**src/hw/rtl/lru_key_value_cache_defines.svh**
```systemverilog
// Assertion macros for the LRU key/value cache.
// Both expect signals named clock and reset in the enclosing scope.
`ifndef LRU_KEY_VALUE_CACHE_DEFINES_SVH
`define LRU_KEY_VALUE_CACHE_DEFINES_SVH

// Same-cycle implication.
`define LKV_ASSERT(label, ante, cons, msg) \
   label: assert property (@(posedge clock) disable iff (reset) (ante) |-> (cons)) \
      else $error(msg);

// Next-cycle implication.
`define LKV_ASSERT_NEXT(label, ante, cons, msg) \
   label: assert property (@(posedge clock) disable iff (reset) (ante) |=> (cons)) \
      else $error(msg);

`endif

```
**src/hw/rtl/lkv_pkg.sv**
```systemverilog
`timescale 1ns / 1ps

package lkv_pkg;

   localparam int CAP_BITS = 5;
   localparam logic [CAP_BITS-1:0] CAP_RESET = 5'd16;

   localparam logic OP_LOOKUP = 1'b0;
   localparam logic OP_INSERT = 1'b1;

   typedef struct packed {
      logic load_req;
      logic lookup;
      logic commit;
   } cmd_type;

   typedef struct packed {
      logic rsp_pending;
   } status_type;

endpackage

```
**src/hw/rtl/lkv_ram.sv**
```systemverilog
`timescale 1ns / 1ps

module lkv_ram #(
   parameter int WIDTH = 32,
   parameter int DEPTH = 16,
   localparam int AW = (DEPTH > 1) ? $clog2(DEPTH) : 1
) (
   input  logic             clock,
   input  logic             wr_en,
   input  logic [AW-1:0]    wr_addr,
   input  logic [WIDTH-1:0] wr_data,
   input  logic             rd_en,
   input  logic [AW-1:0]    rd_addr,
   output logic [WIDTH-1:0] rd_data
);

   logic [WIDTH-1:0] mem_ff [DEPTH];
   logic [WIDTH-1:0] rd_data_ff;

   always_ff @(posedge clock) begin
      if (wr_en) begin
         mem_ff[wr_addr] <= wr_data;
      end
      if (rd_en) begin
         rd_data_ff <= mem_ff[rd_addr];
      end
   end

   assign rd_data = rd_data_ff;

endmodule

```
**src/hw/rtl/lkv_datapath.sv**
```systemverilog
`timescale 1ns / 1ps
`include "lru_key_value_cache_defines.svh"

module lkv_datapath #(
   parameter int ENTRIES    = 16,
   parameter int KEY_BITS   = 32,
   parameter int VALUE_BITS = 32,
   localparam int IW = (ENTRIES > 1) ? $clog2(ENTRIES) : 1,
   localparam int UW = $clog2(ENTRIES + 1)
) (
   input  logic                          clock,
   input  logic                          reset,
   input  lkv_pkg::cmd_type              cmd,
   output lkv_pkg::status_type           status,
   input  logic                          req_operation,
   input  logic [KEY_BITS-1:0]           req_key,
   input  logic [VALUE_BITS-1:0]         req_new_value,
   input  logic                          csr_write_enable,
   input  logic [lkv_pkg::CAP_BITS-1:0]  csr_write_data,
   input  logic                          rsp_ready,
   output logic                          rsp_valid,
   output logic                          rsp_hit,
   output logic [VALUE_BITS-1:0]         rsp_read_value,
   output logic                          rsp_evicted
);

   localparam int CW = (lkv_pkg::CAP_BITS > UW) ? lkv_pkg::CAP_BITS : UW;

   // captured request
   logic                  op_ff;
   logic [KEY_BITS-1:0]   key_ff;
   logic [VALUE_BITS-1:0] value_ff;

   // cache state
   logic [KEY_BITS-1:0]          key_store_ff [ENTRIES];
   logic [ENTRIES-1:0]           valid_ff, valid_in;
   logic [IW-1:0]                rank_ff [ENTRIES];
   logic [IW-1:0]                rank_in [ENTRIES];
   logic [UW-1:0]                used_ff, used_in;
   logic [lkv_pkg::CAP_BITS-1:0] cap_ff;

   // lookup results
   logic          hit_ff, evict_ff, write_ff;
   logic [IW-1:0] hit_idx_ff, hit_rank_ff, slot_ff;

   // output word
   logic                  rsp_valid_ff, rsp_valid_in;
   logic                  rsp_hit_ff, rsp_evicted_ff;
   logic [VALUE_BITS-1:0] rsp_read_value_ff;

   logic [ENTRIES-1:0]    match;
   logic [IW-1:0]         hit_idx, hit_rank, lru_idx, free_idx, slot;
   logic [UW-1:0]         used_minus_one;
   logic [IW-1:0]         lru_rank;
   logic [CW-1:0]         cap_ext, cap_eff;
   logic                  lookup_hit, full, lookup_write, lookup_evict;
   logic [VALUE_BITS-1:0] ram_rdata;

   always_ff @(posedge clock) begin
      if (cmd.load_req) begin
         op_ff    <= req_operation;
         key_ff   <= req_key;
         value_ff <= req_new_value;
      end
   end

   always_ff @(posedge clock) begin
      if (reset) begin
         cap_ff <= lkv_pkg::CAP_RESET;
      end else if (csr_write_enable) begin
         cap_ff <= csr_write_data;
      end
   end

   // parallel compare, LRU and free-slot selection
   assign used_minus_one = used_ff - UW'(1);
   assign lru_rank       = used_minus_one[IW-1:0];

   always_comb begin
      match    = '0;
      hit_idx  = '0;
      hit_rank = '0;
      lru_idx  = '0;
      free_idx = '0;
      for (int i = 0; i < ENTRIES; i++) begin
         match[i] = valid_ff[i] && (key_store_ff[i] == key_ff);
         if (match[i]) begin
            hit_idx  = hit_idx | IW'(i);
            hit_rank = hit_rank | rank_ff[i];
         end
         if (valid_ff[i] && (rank_ff[i] == lru_rank)) begin
            lru_idx = lru_idx | IW'(i);
         end
      end
      for (int i = ENTRIES - 1; i >= 0; i--) begin
         if (!valid_ff[i]) begin
            free_idx = IW'(i);
         end
      end
   end

   // capacity 0 acts as 1, above ENTRIES acts as ENTRIES
   assign cap_ext = CW'(cap_ff);
   always_comb begin
      if (cap_ff == '0) begin
         cap_eff = CW'(1);
      end else if (cap_ext > CW'(ENTRIES)) begin
         cap_eff = CW'(ENTRIES);
      end else begin
         cap_eff = cap_ext;
      end
   end

   assign lookup_hit   = |match;
   assign full         = CW'(used_ff) >= cap_eff;
   assign lookup_write = (op_ff == lkv_pkg::OP_INSERT) && !lookup_hit;
   assign lookup_evict = lookup_write && full;
   assign slot         = lookup_evict ? lru_idx : free_idx;

   always_ff @(posedge clock) begin
      if (reset) begin
         hit_ff   <= 1'b0;
         evict_ff <= 1'b0;
         write_ff <= 1'b0;
      end else if (cmd.lookup) begin
         hit_ff   <= lookup_hit;
         evict_ff <= lookup_evict;
         write_ff <= lookup_write;
      end
   end

   always_ff @(posedge clock) begin
      if (cmd.lookup) begin
         hit_idx_ff  <= hit_idx;
         hit_rank_ff <= hit_rank;
         slot_ff     <= slot;
      end
   end

   lkv_ram #(
      .WIDTH (VALUE_BITS),
      .DEPTH (ENTRIES)
   ) u_value_ram (
      .clock   (clock),
      .wr_en   (cmd.commit && write_ff),
      .wr_addr (slot_ff),
      .wr_data (value_ff),
      .rd_en   (cmd.lookup),
      .rd_addr (hit_idx),
      .rd_data (ram_rdata)
   );

   // recency and occupancy update
   always_comb begin
      valid_in = valid_ff;
      used_in  = used_ff;
      for (int i = 0; i < ENTRIES; i++) begin
         rank_in[i] = rank_ff[i];
      end
      if (cmd.commit) begin
         if (hit_ff) begin
            for (int i = 0; i < ENTRIES; i++) begin
               if (IW'(i) == hit_idx_ff) begin
                  rank_in[i] = '0;
               end else if (valid_ff[i] && (rank_ff[i] < hit_rank_ff)) begin
                  rank_in[i] = rank_ff[i] + IW'(1);
               end
            end
         end else if (write_ff) begin
            for (int i = 0; i < ENTRIES; i++) begin
               if (IW'(i) == slot_ff) begin
                  valid_in[i] = 1'b1;
                  rank_in[i]  = '0;
               end else if (valid_ff[i]) begin
                  rank_in[i] = rank_ff[i] + IW'(1);
               end
            end
            if (!evict_ff) begin
               used_in = used_ff + UW'(1);
            end
         end
      end
   end

   always_ff @(posedge clock) begin
      if (reset) begin
         valid_ff <= '0;
         used_ff  <= '0;
         for (int i = 0; i < ENTRIES; i++) begin
            rank_ff[i] <= '0;
         end
      end else begin
         valid_ff <= valid_in;
         used_ff  <= used_in;
         for (int i = 0; i < ENTRIES; i++) begin
            rank_ff[i] <= rank_in[i];
         end
      end
   end

   always_ff @(posedge clock) begin
      if (cmd.commit && write_ff) begin
         key_store_ff[slot_ff] <= key_ff;
      end
   end

   // output register
   always_comb begin
      if (cmd.commit) begin
         rsp_valid_in = 1'b1;
      end else if (rsp_ready) begin
         rsp_valid_in = 1'b0;
      end else begin
         rsp_valid_in = rsp_valid_ff;
      end
   end

   always_ff @(posedge clock) begin
      if (reset) begin
         rsp_valid_ff <= 1'b0;
      end else begin
         rsp_valid_ff <= rsp_valid_in;
      end
   end

   always_ff @(posedge clock) begin
      if (cmd.commit) begin
         rsp_hit_ff        <= hit_ff;
         rsp_read_value_ff <= hit_ff ? ram_rdata : '0;
         rsp_evicted_ff    <= evict_ff;
      end
   end

   assign status.rsp_pending = rsp_valid_ff;
   assign rsp_valid          = rsp_valid_ff;
   assign rsp_hit            = rsp_hit_ff;
   assign rsp_read_value     = rsp_read_value_ff;
   assign rsp_evicted        = rsp_evicted_ff;

   `LKV_ASSERT(a_used_matches_valid, 1'b1, $countones(valid_ff) == int'(used_ff), "count mismatch")
   `LKV_ASSERT(a_evict_needs_entry, cmd.commit && evict_ff, used_ff != '0, "evict from empty")
   `LKV_ASSERT_NEXT(a_write_sets_valid, cmd.commit && write_ff, valid_ff[$past(slot_ff)], "slot not valid")

endmodule

```
**src/hw/rtl/lkv_ctrl.sv**
```systemverilog
`timescale 1ns / 1ps
`include "lru_key_value_cache_defines.svh"

module lkv_ctrl (
   input  logic                clock,
   input  logic                reset,
   input  logic                req_valid,
   output logic                req_ready,
   input  logic                rsp_ready,
   input  lkv_pkg::status_type status,
   output lkv_pkg::cmd_type    cmd
);

   localparam logic [1:0] S_IDLE   = 2'd0;
   localparam logic [1:0] S_LOOKUP = 2'd1;
   localparam logic [1:0] S_COMMIT = 2'd2;

   logic [1:0] state_ff, state_in;
   logic       out_free, accept;

   assign out_free  = !status.rsp_pending || rsp_ready;
   assign req_ready = (state_ff == S_IDLE) || ((state_ff == S_COMMIT) && out_free);
   assign accept    = req_valid && req_ready;

   assign cmd.load_req = accept;
   assign cmd.lookup   = state_ff == S_LOOKUP;
   assign cmd.commit   = (state_ff == S_COMMIT) && out_free;

   always_comb begin
      unique case (state_ff)
         S_IDLE: begin
            state_in = accept ? S_LOOKUP : S_IDLE;
         end
         S_LOOKUP: begin
            state_in = S_COMMIT;
         end
         S_COMMIT: begin
            if (out_free) begin
               state_in = accept ? S_LOOKUP : S_IDLE;
            end else begin
               state_in = S_COMMIT;
            end
         end
         default: begin
            state_in = S_IDLE;
         end
      endcase
   end

   always_ff @(posedge clock) begin
      if (reset) begin
         state_ff <= S_IDLE;
      end else begin
         state_ff <= state_in;
      end
   end

   `LKV_ASSERT_NEXT(a_lookup_then_commit, state_ff == S_LOOKUP, state_ff == S_COMMIT, "lost lookup")

endmodule

```
**src/hw/rtl/lru_key_value_cache.sv**
```systemverilog
// Fully associative LRU key/value cache.
// A req word does its compare/value-RAM read in LOOKUP, then its update in COMMIT, which
// waits out an rsp stall and registers rsp_valid; the next word can be accepted in COMMIT.
// Reset clears valid flags, recency ranks and entry count, and sets capacity to 16;
// stored keys and values are not cleared.
`timescale 1ns / 1ps

module lru_key_value_cache #(
   parameter int ENTRIES    = 16,
   parameter int KEY_BITS   = 32,
   parameter int VALUE_BITS = 32
) (
   input  logic                         clock,
   input  logic                         reset,
   input  logic                         req_valid,
   output logic                         req_ready,
   input  logic                         req_operation,
   input  logic [KEY_BITS-1:0]          req_key,
   input  logic [VALUE_BITS-1:0]        req_new_value,
   output logic                         rsp_valid,
   input  logic                         rsp_ready,
   output logic                         rsp_hit,
   output logic [VALUE_BITS-1:0]        rsp_read_value,
   output logic                         rsp_evicted,
   input  logic                         csr_write_enable,
   input  logic [lkv_pkg::CAP_BITS-1:0] csr_write_data
);

   lkv_pkg::cmd_type    cmd;
   lkv_pkg::status_type status;

   lkv_ctrl u_ctrl (
      .clock     (clock),
      .reset     (reset),
      .req_valid (req_valid),
      .req_ready (req_ready),
      .rsp_ready (rsp_ready),
      .status    (status),
      .cmd       (cmd)
   );

   lkv_datapath #(
      .ENTRIES    (ENTRIES),
      .KEY_BITS   (KEY_BITS),
      .VALUE_BITS (VALUE_BITS)
   ) u_datapath (
      .clock            (clock),
      .reset            (reset),
      .cmd              (cmd),
      .status           (status),
      .req_operation    (req_operation),
      .req_key          (req_key),
      .req_new_value    (req_new_value),
      .csr_write_enable (csr_write_enable),
      .csr_write_data   (csr_write_data),
      .rsp_ready        (rsp_ready),
      .rsp_valid        (rsp_valid),
      .rsp_hit          (rsp_hit),
      .rsp_read_value   (rsp_read_value),
      .rsp_evicted      (rsp_evicted)
   );

endmodule
```
**config.mk**
```make
export PLATFORM = sky130hd
export DESIGN_NAME = lru_key_value_cache
export DESIGN_NICKNAME = d
export VERILOG_FILES = /design/src/hw/rtl/lkv_pkg.sv /design/src/hw/rtl/lkv_ram.sv /design/src/hw/rtl/lkv_datapath.sv /design/src/hw/rtl/lkv_ctrl.sv /design/src/hw/rtl/lru_key_value_cache.sv
export VERILOG_INCLUDE_DIRS = /design/src /design/src/hw/rtl
export SDC_FILE = /design/constraint.sdc
export NUM_CORES = 2
export LEC_CHECK = 0
export CAP_MARGIN = 20
export CORE_ASPECT_RATIO = 1.4
export CORE_MARGIN = 1
export CORE_UTILIZATION = 55
export DETAILED_ROUTE_END_ITERATION = 6
export DONT_BUFFER_PORTS = 1
export PLACE_DENSITY = 0.83
export SYNTH_ARGS = -nofsm -noshare
export SYNTH_HDL_FRONTEND = slang
export SYNTH_SLANG_ARGS = --single-unit
```
**constraint.sdc**
```tcl
create_clock -name clock -period 6.6 [get_ports clock]
set_input_delay 1.65 -clock clock [delete_from_list [all_inputs] [get_ports clock]]
set_output_delay 1.65 -clock clock [all_outputs]
set_load 0.1 [all_outputs]
```
==> results.cfg <==
[status]
status = finished, violations left
violations = design-rule violations

[sta]
hold_violations = 0
min_period_ns = 5.30
drv_slew = 0
period_share = 0.804
finalSetupViolCount = 0
tightest_slew_ns = 1.18
slew_headroom = 0.205
fmax_ghz = 0.189
rsz0062_at_grt = no
finalWorstSetupSlack_ns = 1.30
finalSetupTns_ns = 0
clock_skew_ns = 0.0312

[power]
cellLeakagePower_uw = 0.0198
ir_drop_mv = 0.290
power-per-cell-area_nw_per_um2 = 265

[synthesis]
synth_top_family_by_area = XOR/XNOR gates
synth_compound_area_frac = 0.0689
syn_area_per_cell_um2 = 14.3
synth-edff-count = 1167
yosys.cell_types.count = 65
synth-xor-area-share = 0.0999
yosys_warnings = 0
syn_inst = 3835
synth_fa_ha_area_frac = 0.0162
muxShareOfSynthArea = 0.0275
async_reset_ff_frac = 0
ys_seq_area_frac = 0.674
ys.flop_type = edfxtp_1
synth-simple-area-share = 0.0920
ys_ff_latch = 1263
syn-cell-area_um2 = 54900
synth_nets = 3981

[cts]
cts_tree = built
cts-htree-levels = 3
cts_hold_buffers = 0
clock-sinks = 1263
insertion_delay_ns = 0.73
post_cts_buffers = 0
cts_max_path_buffers = 3
cts.repair.resized = 0
cts_buffers = 109
path_clk_slew_ns = 0.06
clockRootBuffer = clkbuf_16

[worst_setup_path]
crit_family = compound AO/OA/AOI/OAI gates
end_kind = flop
cpMaxStageDelayCell = edfxtp_1
critPathKind = reg2reg
cp_max_fo = 33
reg2reg_from = u_datapath.key_ff[11]
critPathArrivalTime_ns = 5.72
crit_path_start = u_datapath.key_ff[11]
crit_buf_inv = 2
crit_chain = xnor2_1 -> nand3_1 -> a2111oi_0 -> nand4_1 -> o21ai_1 -> or3_2 -> buf_4 -> nor2_2 -> buf_4 -> a2111oi_0 -> nand3_1
cp.required_ns = 7.02
cpPeakStageDelay_ns = 0.98
startpoint_type = flop

[final_layout]
fill_cells = 6945
regArea_um2 = 37000
final_cells = 5275
fin_nets = 4016
drive_gt1_frac = 0.107
area_delta_synth_final_pct = 10.4
multi_input_area_um2 = 17000

[grt]
grt_max_degree = 129
grtUsageTotal = 0.300
grt_overflow = 0
antenna_found_initial = 10
grt_pass1_wl_um = 221000
grt_pass1_vias = 34600

[hold_path]
min_from = u_datapath.evict_ff
min_path_type = reg2reg

[floorplanning]
die_y_um = 376
die-area_um2 = 101000
initial_core_util = 0.557
coreArea_um2 = 98500
dieWidth_um = 269
pin_count = 111
fp-row-count = 136

[placed_design]
placed_cells = 5067
gp_congestion = 0.954
post-place-ws_ns = 1.48
numPortBuffers = 0
dp_hpwl_um = 95000

[route]
drc_errors = 6
ant_nets = 0
via_count = 34600
viasPerCell = 6.55
wl_per_cell_um = 28.6
dr.pass1.iters = 7
routed_wl_um = 151000
drt_iter0_markers = 4237

[job]
max_cap_viol_count = 0
## final cells by class
| type | count | share of cell area |
|---|---|---|
| clock buffer | 132 | 0.0475 |
| sequential | 1263 | 0.610 |
| inverter | 25 | 0.00155 |
| timing repair buffer | 139 | 0.0213 |
| multi-input combinational | 2332 | 0.280 |
| antenna | 7 | 0.000289 |
| clock inverter | 66 | 0.0122 |
| tap | 1311 | 0.0271 |
## per-stage QoR
| step | total power (uW) | hold WS (ns) | utilization | area (um2) |
|---|---|---|---|---|
| floorplan | 9380 | 0.406 | - | 54900 |
| global placement | 9600 | 0.476 | 0.577 | 56900 |
| detailed placement | 9620 | 0.487 | 0.577 | 56900 |
| CTS | 16100 | 0.509 | 0.614 | 60500 |
| global route | 16400 | 0.526 | 0.615 | 60600 |
| finish | 16000 | 0.508 | 0.615 | 60600 |
## power breakdown
part           leakage, uW  switching (uW)  internal (uW)
Sequential          0.0113             155           8780
Combinational      0.00671             359            160
Clock              0.00176            2890           3690
## cells by family (layout without fill, tap and decap cells)
family,after synthesis,count (layout)
multiplexers,142,142
XOR/XNOR,625,625
AND/OR/NAND/NOR,933,933
AO/OA/AOI/OAI,561,561
other,0,7
flip-flops,1263,1263
buffers and inverters,240,362
adder cells (fa/ha/maj),71,71
## cell usage after synthesis, types with 52 or more instances
| master | count | area [um2] |
|---|---|---|
| a211oi_1 | 129 | 968 |
| buf_2 | 52 | 260 |
| xnor2_1 | 212 | 1860 |
| mux2_2 | 70 | 788 |
| ha_1 | 71 | 888 |
| nor3_1 | 63 | 315 |
| clkbuf_1 | 109 | 409 |
| o21ai_0 | 159 | 796 |
| edfxtp_1 | 1167 | 35000 |
| dfxtp_1 | 96 | 1920 |
| nand3_1 | 215 | 1080 |
| mux2i_1 | 72 | 721 |
| xor2_1 | 412 | 3610 |
| nor4_1 | 148 | 926 |
| nand4_1 | 92 | 576 |
| nand2_1 | 94 | 353 |
| a21oi_1 | 76 | 380 |
| nor2_1 | 152 | 571 |
## path summary, 6_finish.rpt
check | to | slack, ns | cells past startpoint
worst min register to register | u_datapath.rsp_evicted | 0.51 | 0
worst min-delay path | u_datapath.rsp_evicted | 0.51 | 0
worst max-delay path | u_datapath.u_value_ram.rd_data[23] | 1.30 | 11
worst max register to register | u_datapath.u_value_ram.rd_data[23] | 1.30 | 11
## placed cells by master, fill, tap and decap left out, types with 8 or more instances in the layout
cell type,n
a2111oi_0,36
nand4_1,92
nand3_1,215
clkinv_1,20
a221oi_1,16
nor2_4,17
xnor2_1,211
edfxtp_1,1167
a21oi_1,75
nor2_1,135
buf_4,119
nand2_1,93
nor3_1,61
nor4_1,143
buf_12,19
dfxtp_1,95
nand4b_1,18
a31oi_1,15
o21ai_0,158
clkbuf_1,20
ha_1,71
mux2_2,70
nor2b_1,8
a21o_1,34
clkbuf_16,112
a211oi_1,129
a22o_1,16
clkinv_2,19
inv_1,23
mux2i_1,72
o22a_1,32
or4_1,18
xor2_1,411
o311a_1,16
bufinv_16,15
nand2b_1,43
and2_1,33
## flip-flops by register name, indices dropped and copies added (netlist names), 2 cells and up
name	cells
u_ctrl.state_ff	2
u_datapath.rsp_read_value	32
u_datapath.value_ff	32
u_datapath.u_value_ram.rd_data	32
u_datapath.rank_ff	64
u_datapath.hit_rank_ff	4
u_datapath.valid_ff	16
u_datapath.hit_idx_ff	4
u_datapath.slot_ff	4
u_datapath.key_ff	32
u_datapath.used_ff	5
u_datapath.cap_ext	5
u_datapath.u_value_ram.mem_ff	512
u_datapath.key_store_ff	512
## metal layers
metal	GRT usage	up-vias	part of all wire
li1	-	14700	-
met1	0.360	17100	0.35
met2	0.500	2114	0.50
met3	0.0536	549	0.087
met4	0.187	6	0.065
met5	0	-	0.00024
(Power assumes the default switching activity.)
